`src/rtl/core/hdab_pkg.sv`:
```
// Package of the horizon d/q to alpha/beta reference generator.
// Constants, register indexes, CORDIC angle table and the step tag type.
package hdab_pkg;

    localparam int HORIZON = 8;
    localparam int ITERS   = 14;
    localparam int KW      = 6;
    localparam logic [KW-1:0] LAST_K = KW'(HORIZON - 1);
    localparam logic signed [18:0] CORDIC_GAIN = 19'sd39797;

    typedef enum logic [1:0] {
        REG_START_OFFSET = 2'd0,
        REG_HORIZON_STEP = 2'd1,
        REG_D_REFERENCE  = 2'd2,
        REG_Q_REFERENCE  = 2'd3
    } cfg_index_t;

    typedef struct packed {
        logic          vld;
        logic [KW-1:0] k;
        logic          last;
    } hdab_tag_t;

    // atan(2^-i) in 1/65536 turns, rounded
    function automatic logic [15:0] atan_turn(input int i);
        logic [15:0] r;
        case (i)
            0:       r = 16'd8192;
            1:       r = 16'd4836;
            2:       r = 16'd2555;
            3:       r = 16'd1297;
            4:       r = 16'd651;
            5:       r = 16'd326;
            6:       r = 16'd163;
            7:       r = 16'd81;
            8:       r = 16'd41;
            9:       r = 16'd20;
            10:      r = 16'd10;
            11:      r = 16'd5;
            12:      r = 16'd3;
            13:      r = 16'd1;
            default: r = 16'd0;
        endcase
        return r;
    endfunction

endpackage

```
`src/rtl/core/hdab_atan.sv`:
```
// Pipelined CORDIC vectoring atan2, one iteration per stage.
// Depends on hdab_pkg.
module hdab_atan (
    input  logic               aclk,
    input  logic               aresetn,
    input  logic               en,
    input  logic               in_vld,
    input  logic signed [15:0] a,
    input  logic signed [15:0] b,
    output logic               out_vld,
    output logic [15:0]        angle
);
    localparam int N = hdab_pkg::ITERS;

    logic signed [20:0] x_reg [0:N];
    logic signed [20:0] y_reg [0:N];
    logic [15:0]        z_reg [0:N];
    logic               zero_reg [0:N];
    logic               vld_reg [0:N];

    logic signed [20:0] ax, bx;
    assign ax = 21'(a) <<< 2;
    assign bx = 21'(b) <<< 2;

    // pre-rotation into the right half plane
    always_ff @(posedge aclk) begin
        if (!aresetn) begin
            vld_reg[0] <= 1'b0;
        end else if (en) begin
            vld_reg[0] <= in_vld;
        end
        if (en) begin
            zero_reg[0] <= (a == 16'sd0) && (b == 16'sd0);
            if (a[15]) begin
                x_reg[0] <= -ax;
                y_reg[0] <= -bx;
                z_reg[0] <= 16'h8000;
            end else begin
                x_reg[0] <= ax;
                y_reg[0] <= bx;
                z_reg[0] <= 16'h0000;
            end
        end
    end

    for (genvar i = 0; i < N; i++) begin : g_iter
        always_ff @(posedge aclk) begin
            if (!aresetn) begin
                vld_reg[i+1] <= 1'b0;
            end else if (en) begin
                vld_reg[i+1] <= vld_reg[i];
            end
            if (en) begin
                zero_reg[i+1] <= zero_reg[i];
                if (!y_reg[i][20]) begin
                    x_reg[i+1] <= x_reg[i] + (y_reg[i] >>> i);
                    y_reg[i+1] <= y_reg[i] - (x_reg[i] >>> i);
                    z_reg[i+1] <= z_reg[i] + hdab_pkg::atan_turn(i);
                end else begin
                    x_reg[i+1] <= x_reg[i] - (y_reg[i] >>> i);
                    y_reg[i+1] <= y_reg[i] + (x_reg[i] >>> i);
                    z_reg[i+1] <= z_reg[i] - hdab_pkg::atan_turn(i);
                end
            end
        end
    end

    assign out_vld = vld_reg[N];
    assign angle   = zero_reg[N] ? 16'd0 : z_reg[N];
endmodule

```
`config.mk`:
```
export PLATFORM = sky130hd
export DESIGN_NAME = hdab_atan
export DESIGN_NICKNAME = d
export VERILOG_FILES = /design/src/rtl/core/hdab_pkg.sv /design/src/rtl/core/hdab_atan.sv
export SDC_FILE = /design/constraint.sdc
export NUM_CORES = 2
export LEC_CHECK = 0
export BUFFER_PORTS_ARGS = -buffer_cell sky130_fd_sc_hd__buf_2
export CORE_MARGIN = 1
export CORE_UTILIZATION = 43
export CTS_CLUSTER_DIAMETER = 200
export DETAILED_ROUTE_END_ITERATION = 12
export GPL_ROUTABILITY_DRIVEN = 0
export GPL_TIMING_DRIVEN = 0
export PLACE_DENSITY = 0.66
export SYNTH_ARGS = -nofsm -noshare
export SYNTH_HDL_FRONTEND = slang
export SYNTH_SLANG_ARGS = --single-unit
```
`constraint.sdc`:
```
create_clock -name aclk -period 12.8 [get_ports aclk]
set_input_delay 1.92 -clock aclk [delete_from_list [all_inputs] [get_ports aclk]]
set_output_delay 1.92 -clock aclk [all_outputs]
set_load 0.01 [all_outputs]
```
==> reports/qor.yml <==
sta:
  skew_ns: 0.0373
  fin_crit_sh_pct: 64.0
  setup_viol: 0
  period_needed_ns: 8.19
  rsz0062_at_grt: "no"
  tightest_slew_ns: 1.23
  fin_tns_setup_ns: 0
  slew_violations: 0
  timing.max_slew.rel_slack_pct: 18.3
  fmax_mhz: 122
  final-hold-violation-count: 0
cts:
  root_buffer: "clkbuf_16"
  cts_resized: 0
  post_cts_buffers: 0
  cts_max_level: 3
  clkSinkCount: 738
  clk_latency_ns: 0.70
  cts_buffer_depth: 3
  numCtsBuffers: 86
  clk_pin_slew_ns: 0.06
  cts_hold_buf: 0
  cts_tree: "done"
yosys:
  synth_cell_types: 94
  syn_avg_cell_area_um2: 9.94
  synth_nets: 6834
  async_flop_share_pct: 0
  synth_warnings: 0
  ys.flop_type: "edfxtp_1"
  ys_ff_latch: 738
  ys_seq_area_share_pct: 37.0
  syn_area_um2: 59900
  synthCells: 6027
  synth-edff-count: 737
detailed_routing:
  drc: 0
  top_layer_used: "met4"
  wl_met1_um: 60000
  vias: 45300
  ant_nets: 0
  viasPerCell: 5.63
  wl_um: 140000
  dr_wl_met2_um: 69600
  route.met3.wl_um: 5700
  wire_per_inst_um: 17.4
  drtIter0Drc: 2837
  dr.pass1.iters: 8
run_status:
  status: "finished, final reports clean"
grt:
  grt_overflow: 0
  grt_pass1_wl_um: 225000
  grt_pass1_vias: 43800
  grt_start_max_net_pins: 58
  antenna_found_initial: 3
  grtUsageTotal_pct: 19.6
floorplan:
  die_area_um2: 141000
  coreArea_um2: 138000
  rows: 136
  die_w_um: 375
  io_pins: 53
  start_util_pct: 43.5
  chipHeight_um: 375
cells_and_area:
  num-fill-cells: 12800
  area_growth_syn_to_layout_pct: 9.31
  nNetsFinal: 6984
  final_util_pct: 47.5
  largest_register_ffs: 267
  seq_area_um2: 22200
  multi_input_area_um2: 36200
  drive_gt1_share_pct: 5.19
setup_path:
  cp_data_required_time_ns: 13.23
  crit_fanout: 21
  crit_type: "in -> reg"
  end_kind: "flop"
  cp_slowest_cell: "clkbuf_1"
  cp-start-kind: "input port"
  cp_common_cell: "clkbuf_2"
  critPathArrivalTime_ns: 8.62
  cp_slowest_stage_delay_ns: 0.88
  path_cells: "buf_2 -> clkbuf_2 -> clkbuf_2 -> nand2_1 -> inv_1 -> clkbuf_1 -> nor2_1 -> xor2_1 -> ha_1 -> a211oi_1 -> o21a_1 -> o21ai_1 -> o311ai_1 -> nand3_1 -> or4_1 -> a31o_1 -> a21oi_2 -> xnor2_1"
placement:
  port-buffer-count: 52
  hpwl_um: 111000
hold_path:
  hold_path_class: "reg -> reg"
job:
  drv_cap: 0
==> layout by cell type, fill, tap and decap left out, types with 40 or more instances in the layout <==
cell,instances
nand2b_1,100
nor2_1,460
and3_1,79
o21bai_1,51
a21o_1,173
nand3_1,110
or3_1,50
ha_1,740
o21ai_0,312
o21a_1,84
a211oi_1,45
clkbuf_1,99
a21oi_1,474
a31oi_1,52
edfxtp_1,737
nor2b_1,106
xnor2_1,572
inv_1,301
xor2_1,297
nor4_1,40
buf_2,56
nor3_1,161
o31ai_1,67
o41ai_1,54
nand2_1,331
clkbuf_16,90
==> synthesized netlist by cell type, types with 50 or more instances <==
library cell,number,share of area (%)
and3_1,79,0.82
or3_1,50,0.52
inv_1,301,1.9
o21ai_0,312,2.6
xor2_1,297,4.3
clkbuf_1,99,0.62
o21bai_1,51,0.64
edfxtp_1,737,37
o21a_1,84,1.1
nand2_1,331,2.1
nand3_1,110,0.92
a21o_1,173,2.2
o31ai_1,67,0.84
o41ai_1,54,0.79
xnor2_1,572,8.4
a21oi_1,474,4.0
a31oi_1,52,0.54
nor3_1,161,1.3
nor2_1,460,2.9
nand2b_1,100,1.0
ha_1,740,15
nor2b_1,106,1.1
==> kinds of logic after synthesis <==
logic type | synth area share, %
mux | 0.618
simple gates | 13.1
xor+xnor | 12.7
fa+ha+maj | 16.5
flops | 37.0
buf+inv | 2.63
compound gates | 17.5
==> area by class of cell <==
type,instances,share of cell area (%)
inverters,305,1.75
flip-flops and latches,738,33.8
diodes,1,0.00382
plain buffers,113,0.695
well taps,1794,3.43
repair buffers,62,0.715
multi-input cells,4871,55.3
clock inverters,48,0.774
clock buffers,108,3.56
==> critical path, delay by kind of cell <==
| family | cells | cell delay [ns] |
|---|---|---|
| compound gates | 6 | 1.46 |
| xor+xnor | 2 | 0.28 |
| fa+ha+maj | 1 | 0.37 |
| buf+inv | 5 | 3.26 |
| simple gates | 4 | 1.27 |
==> stage by stage <==
step | setup slack, ns | area [µm²] | instances | hold WS, ns
2_1_floorplan | 6.98 | 59900 | 6027 | 0.400
3_3_place_gp | 2.19 | 62400 | 7873 | 0.401
3_5_place_dp | 3.90 | 62600 | 7883 | 0.405
4_1_cts | 4.65 | 65500 | 8039 | 0.416
5_1_grt | 4.24 | 65500 | 8039 | 0.419
6_report | 4.61 | 65500 | 8040 | 0.417
==> path summary, 6_finish.rpt <==
check               startpoint  cells past startpoint  slack [ns]      endpoint
hold reg to reg    z_reg[9][1]                      0        0.42  z_reg[10][1]
setup reg to reg  y_reg[7][20]                     16        7.56  y_reg[8][19]
hold / removal     z_reg[9][1]                      0        0.42  z_reg[10][1]
setup / recovery            en                     18        4.61  y_reg[9][20]
==> layer usage <==
layer | track usage (%) | vias to the layer above
li1 | - | 22500
met1 | 24.0 | 21500
met2 | 35.0 | 961
met4 | 7.09 | 0
met3 | 2.48 | 266
met5 | 0 | -
Power is not shown: default switching activity piles up to over one toggle a cycle in this logic, so the estimate is an artifact.
