--- src/rtl/core/hdab_pkg.sv ---
// Package of the horizon d/q to alpha/beta reference generator.
// Constants, register indexes, CORDIC angle table and the step tag type.
package hdab_pkg;

    localparam int HORIZON = 8;
    localparam int ITERS   = 14;
    localparam int KW      = 6;
    localparam logic [KW-1:0] LAST_K = KW'(HORIZON - 1);
    localparam logic signed [18:0] CORDIC_GAIN = 19'sd39797;

    typedef enum logic [1:0] {
        REG_START_OFFSET = 2'd0,
        REG_HORIZON_STEP = 2'd1,
        REG_D_REFERENCE  = 2'd2,
        REG_Q_REFERENCE  = 2'd3
    } cfg_index_t;

    typedef struct packed {
        logic          vld;
        logic [KW-1:0] k;
        logic          last;
    } hdab_tag_t;

    // atan(2^-i) in 1/65536 turns, rounded
    function automatic logic [15:0] atan_turn(input int i);
        logic [15:0] r;
        case (i)
            0:       r = 16'd8192;
            1:       r = 16'd4836;
            2:       r = 16'd2555;
            3:       r = 16'd1297;
            4:       r = 16'd651;
            5:       r = 16'd326;
            6:       r = 16'd163;
            7:       r = 16'd81;
            8:       r = 16'd41;
            9:       r = 16'd20;
            10:      r = 16'd10;
            11:      r = 16'd5;
            12:      r = 16'd3;
            13:      r = 16'd1;
            default: r = 16'd0;
        endcase
        return r;
    endfunction

endpackage

--- src/rtl/core/hdab_sincos.sv ---
// Pipelined CORDIC rotation giving cos and sin in Q15, step tag carried along.
// Depends on hdab_pkg.
module hdab_sincos (
    input  logic                aclk,
    input  logic                aresetn,
    input  logic                en,
    input  hdab_pkg::hdab_tag_t tag_in,
    input  logic [15:0]         angle,
    output hdab_pkg::hdab_tag_t tag_out,
    output logic signed [16:0]  cos_q15,
    output logic signed [16:0]  sin_q15
);
    localparam int N = hdab_pkg::ITERS;

    hdab_pkg::hdab_tag_t tag_reg [0:N+1];
    logic signed [18:0]  x_reg [0:N];
    logic signed [18:0]  y_reg [0:N];
    logic signed [17:0]  z_reg [0:N];
    logic                neg_reg [0:N];
    logic signed [16:0]  c_reg, s_reg;

    logic signed [17:0] za;
    assign za = 18'(signed'(angle));

    always_ff @(posedge aclk) begin
        if (!aresetn) begin
            tag_reg[0].vld <= 1'b0;
        end else if (en) begin
            tag_reg[0].vld <= tag_in.vld;
        end
        if (en) begin
            tag_reg[0].k    <= tag_in.k;
            tag_reg[0].last <= tag_in.last;
            x_reg[0] <= hdab_pkg::CORDIC_GAIN;
            y_reg[0] <= 19'sd0;
            // fold into the right half, negate at the end
            if (za > 18'sd16384) begin
                z_reg[0]   <= za - 18'sd32768;
                neg_reg[0] <= 1'b1;
            end else if (za < -18'sd16384) begin
                z_reg[0]   <= za + 18'sd32768;
                neg_reg[0] <= 1'b1;
            end else begin
                z_reg[0]   <= za;
                neg_reg[0] <= 1'b0;
            end
        end
    end

    for (genvar i = 0; i < N; i++) begin : g_iter
        always_ff @(posedge aclk) begin
            if (!aresetn) begin
                tag_reg[i+1].vld <= 1'b0;
            end else if (en) begin
                tag_reg[i+1].vld <= tag_reg[i].vld;
            end
            if (en) begin
                tag_reg[i+1].k    <= tag_reg[i].k;
                tag_reg[i+1].last <= tag_reg[i].last;
                neg_reg[i+1]      <= neg_reg[i];
                if (!z_reg[i][17]) begin
                    x_reg[i+1] <= x_reg[i] - (y_reg[i] >>> i);
                    y_reg[i+1] <= y_reg[i] + (x_reg[i] >>> i);
                    z_reg[i+1] <= z_reg[i] - 18'(hdab_pkg::atan_turn(i));
                end else begin
                    x_reg[i+1] <= x_reg[i] + (y_reg[i] >>> i);
                    y_reg[i+1] <= y_reg[i] - (x_reg[i] >>> i);
                    z_reg[i+1] <= z_reg[i] + 18'(hdab_pkg::atan_turn(i));
                end
            end
        end
    end

    logic signed [18:0] xn, yn, xr, yr;
    assign xn = neg_reg[N] ? -x_reg[N] : x_reg[N];
    assign yn = neg_reg[N] ? -y_reg[N] : y_reg[N];
    assign xr = (xn + 19'sd1) >>> 1;
    assign yr = (yn + 19'sd1) >>> 1;

    // Q16 to Q15, round half up
    always_ff @(posedge aclk) begin
        if (!aresetn) begin
            tag_reg[N+1].vld <= 1'b0;
        end else if (en) begin
            tag_reg[N+1].vld <= tag_reg[N].vld;
        end
        if (en) begin
            tag_reg[N+1].k    <= tag_reg[N].k;
            tag_reg[N+1].last <= tag_reg[N].last;
            c_reg <= xr[16:0];
            s_reg <= yr[16:0];
        end
    end

    assign tag_out = tag_reg[N+1];
    assign cos_q15 = c_reg;
    assign sin_q15 = s_reg;
endmodule

--- config.mk ---
export PLATFORM = sky130hd
export DESIGN_NAME = hdab_sincos
export DESIGN_NICKNAME = d
export VERILOG_FILES = /design/src/rtl/core/hdab_pkg.sv /design/src/rtl/core/hdab_sincos.sv
export SDC_FILE = /design/constraint.sdc
export NUM_CORES = 2
export LEC_CHECK = 0
export BUFFER_PORTS_ARGS = -buffer_cell sky130_fd_sc_hd__buf_4
export CAP_MARGIN = 0
export CORE_MARGIN = 2
export CORE_UTILIZATION = 40
export CTS_BUF_LIST = sky130_fd_sc_hd__clkbuf_16
export CTS_CLUSTER_DIAMETER = 100
export DETAILED_ROUTE_END_ITERATION = 16
export GPL_TIMING_DRIVEN = 0
export PLACE_DENSITY = 0.56
export RECOVER_POWER = 50
export SETUP_SLACK_MARGIN = 0.05
export SLEW_MARGIN = 20
export SYNTH_ARGS = -nofsm -noshare
export SYNTH_HDL_FRONTEND = slang
export SYNTH_SLANG_ARGS = --single-unit
--- constraint.sdc ---
create_clock -name aclk -period 5.46 [get_ports aclk]
set_input_delay 1.092 -clock aclk [delete_from_list [all_inputs] [get_ports aclk]]
set_output_delay 1.092 -clock aclk [all_outputs]
set_load 0.005 [all_outputs]
==> impl_summary.txt <==
----------------------------------------------------
[Run]
  Max_cap viols ... 11

[Hold path]
  Origin of the worst min-delay path ... tag_reg[0][25]
  Hold WC Path Type ... reg -> reg
  Number of stages on the worst hold path ... 0
  Worst hold endpoint ... tag_reg[0][33]

[Logic synthesis]
  Share of the yosys chip area belonging to registers ... 42.07%
  Async SR Flop Fraction ... 0%
  Area fraction of the dominant cell type after synthesis ... 42.04%
  Most frequent cells after synthesis ... 897 x sky130_fd_sc_hd__edfxtp_1, 688 x sky130_fd_sc_hd__ha_1, 543 x sky130_fd_sc_hd__xnor2_1
  Mean cell area of the mapped netlist ... 10.28 um^2
  Gate Count Post-Synth ... 6,234
  Cells taking the most area after synthesis ... sky130_fd_sc_hd__edfxtp_1 42%, sky130_fd_sc_hd__ha_1 13%, sky130_fd_sc_hd__xnor2_1 7.4%, sky130_fd_sc_hd__a21oi_1 4.1%, sky130_fd_sc_hd__xor2_1 3.5%
  Cell type contributing the most total cell area after synthesis ... sky130_fd_sc_hd__edfxtp_1
  FF+latch count, synth ... 898
  Number of synthesized flops with an enable pin ... 897
  Most frequent cell after synthesis ... sky130_fd_sc_hd__edfxtp_1
  Primary FF master, synth ... sky130_fd_sc_hd__edfxtp_1
  Post-synthesis instance area ... 64,080 um^2
  Synthesis Warnings ... 0
  Unique masters post-synth ... 87

[Timing]
  Clock period minus final worst setup slack ... 5.137 ns
  Clock Skew ... 0.05065 ns
  Setup repair after global routing missed its margin ... no
  Worst setup slack after layout ... 0.3229 ns
  Fraction of the cycle the final worst path needs ... 94.09%
  Worst-case headroom to the max-slew limit ... -104.4%
  Setup TNS Final ... 0 ns
  Final Max Tran Viols ... 535
  Actual slew at the worst max-slew pin ... 3.066 ns
  Setup violation total in the final timing report ... 0
  Total count of hold-check failures in the final report ... 0
  Peak Freq ... 194.7 MHz

[CTS]
  Clock latency reported for the late side of the worst-skew pair ... 0.74 ns
  Clock sinks ... 898
  CTS tree ... built
  Clock transition time at the flip-flop clock pins of the worst setup and hold paths ... 0.06 ns
  Number of hold-repair buffers added at the cts stage ... 0
  Clock Tree Buf Depth ... 3
  Number of buffers inserted during clock tree synthesis ... 103
  H-tree levels ... 3
  Clk root buf ... sky130_fd_sc_hd__clkbuf_16

[Placement]
  Half-perimeter wire length after placement ... 113,300 um
  Place WS ... -2.078 ns
  Routability congestion estimate ... 0.8610
  Port bufs ... 68
  Post-place instance area ... 67,630 um^2

[Routing]
  Number of DRC violations after detailed routing ... 0
  Count of routing violations after the opening detailed-route iteration ... 2,622
  Detailed Routing Iterations Pass 1 ... 5
  Post-route antenna net violation count ... 0
  Post-Route WL ... 145,000 um
  Vias per cell ... 5.388
  Routed via count ... 46,240
  Post-DR wirelength/cell ... 16.89 um

[Die]
  Core area ... 158,700 um^2
  Chip height ... 404.2 um
  Area enclosed by the die boundary ... 163,400 um^2
  Initial core utilization ... 40.36%
  Rows ... 146
  Ports ... 69
  Chip width ... 404.2 um

[Critical path]
  Critical path data required time ... 5.91 ns
  RR Endpoint ... y_reg[0][132]
  Worst setup SP type ... primary input
  Kind of end point of the critical path ... flip-flop
  FF-to-FF Start ... z_reg[0][107]
  Worst setup path class ... in -> reg
  Cell count of the worst reg-to-reg path ... 13
  Internal reg-to-reg setup slack ... 0.82 ns
  Worst-path maximum fanout ... 68
  Crit path DAT ... 5.59 ns

[Layout]
  NumNets Final ... 7,176
  Antenna diode count ... 0
  Area growth syn-to-layout ... 10.61%
  Filler Cell Count ... 14,810
  Storage cell area ... 26,960 um^2
  Multi-input combinational cell area ... 35,560 um^2
  Proportion of layout cells with a drive suffix above 1 ... 5.193%
  Max reg flops ... 245
  Cell area after layout ... 70,880 um^2

[Global route]
  GRT met1 Usage ... 22.18%
  Total congestion overflow ... 0
  Met2 layer usage reported by global route ... 31.49%
  Routing layer with the top usage in global route ... met2
  First-pass GRT wire length ... 235,600 um
  Overall global routing resource usage ... 17.61%
  Met3 Resource Use GR ... 2.209%
  Number of antenna violations at the first check in global routing ... 1
  Number of global-route vias before repair ... 44,990
  Largest net degree at the start of global routing ... 97

[Outcome]
  Violated checks ... capacitance limit, slew limit
  Status ... finished, violations left

----------------------------------------------------
[critical path: stages]
cell                       delay (ns)
sky130_fd_sc_hd__buf_12          0.29
sky130_fd_sc_hd__clkbuf_4        0.35
sky130_fd_sc_hd__buf_16          0.19
sky130_fd_sc_hd__nand2_1         0.25
sky130_fd_sc_hd__clkbuf_2        0.30
sky130_fd_sc_hd__buf_4           0.29
sky130_fd_sc_hd__nand2_1         0.10
sky130_fd_sc_hd__o21ai_1         0.13
sky130_fd_sc_hd__fa_1            0.46
sky130_fd_sc_hd__a21oi_1         0.24
sky130_fd_sc_hd__o22ai_1         0.17
sky130_fd_sc_hd__o41ai_2         0.45
sky130_fd_sc_hd__o21ai_0         0.26
sky130_fd_sc_hd__and3_1          0.28
sky130_fd_sc_hd__a211oi_1        0.39
sky130_fd_sc_hd__a21oi_1         0.14
sky130_fd_sc_hd__xnor2_1         0.14
[cells in the final DEF, fill, tap and decap left out, drive strengths merged, types with 21 or more instances in the layout]
| master | Yosys | final |
|---|---|---|
| edfxtp | 897 | 897 |
| ha | 688 | 688 |
| xnor2 | 543 | 543 |
| a21oi | 526 | 526 |
| nor2 | 523 | 523 |
| nand2 | 386 | 386 |
| inv | 310 | 329 |
| o21ai | 305 | 305 |
| clkbuf | 101 | 276 |
| xor2 | 258 | 258 |
| nor3 | 193 | 193 |
| a21o | 172 | 172 |
| nand3 | 127 | 127 |
| nor2b | 76 | 76 |
| o21a | 72 | 72 |
| and3 | 70 | 70 |
| nand2b | 68 | 68 |
| a211oi | 67 | 67 |
| o31ai | 65 | 65 |
| or3 | 62 | 62 |
| a31oi | 61 | 61 |
| clkinv | 3 | 50 |
| o41ai | 47 | 47 |
| o21bai | 46 | 46 |
| nor4 | 38 | 38 |
| fa | 38 | 38 |
| o211ai | 37 | 37 |
| buf | 24 | 36 |
| nand4 | 35 | 35 |
| mux2i | 33 | 33 |
| and2 | 27 | 27 |
| nand3b | 24 | 24 |
| or4 | 23 | 23 |
| a2111oi | 21 | 21 |
[worst max path at each step]
stage / from / to / slack [ns] / depth (start not counted)
4_1_cts: en / y_reg[1][56] / 0.09 / 17
3_5_place_dp: en / y_reg[1][56] / -2.08 / 18
3_3_place_gp: en / y_reg[1][56] / -4.38 / 17
2_1_floorplan: en / y_reg[1][56] / 0.33 / 16
5_1_grt: en / y_reg[0][94] / 0.08 / 16
6_report: en / x_reg[1][18] / 0.32 / 17
[final cells by class]
type / instances / area share, %
timing repair buffer: 87 / 0.9127
sequential: 898 / 38.03
multi-input combinational: 4900 / 50.17
tap: 2072 / 3.658
buffer: 120 / 0.7679
clock inverter: 86 / 1.072
inverter: 313 / 1.679
clock buffer: 105 / 3.707
[what timing repair did]
item,4_1_cts,5_1_grt
gates resized for setup,25,24
cloned,0,0
endpoints found under the setup margin,94,30
buffers inserted,0,4
pin swaps,0,0
[per-stage QoR]
step	hold WS, ns	util (%)	instances
6_report	0.4013	44.65	8581
2_1_floorplan	0.4003	-	6236
5_1_grt	0.3993	44.65	8581
3_3_place_gp	0.4011	42.32	8376
3_5_place_dp	0.4045	42.60	8391
4_1_cts	0.3971	44.78	8580
[kinds of logic (layout without fill, tap and decap cells)]
family | after synthesis | after routing | synth area share [%]
AND/OR/NAND/NOR | 1707 | 1707 | 12.75
AO/OA/AOI/OAI | 1614 | 1614 | 16.19
flip-flops | 898 | 898 | 42.07
XOR/XNOR | 801 | 801 | 10.95
adder cells (fa/ha/maj) | 726 | 726 | 14.62
buffers and inverters | 438 | 711 | 2.632
multiplexers | 48 | 48 | 0.7791
other | 2 | 4 | 0.01172
[layer usage]
metal	vias to the layer above	part of all wire [%]
li1	23550	-
met1	21810	45
met2	661	49
met3	209	3.2
met4	0	2.9
met5	-	0
Power is not shown: default switching activity piles up to over one toggle a cycle in this logic, so the estimate is an artifact.
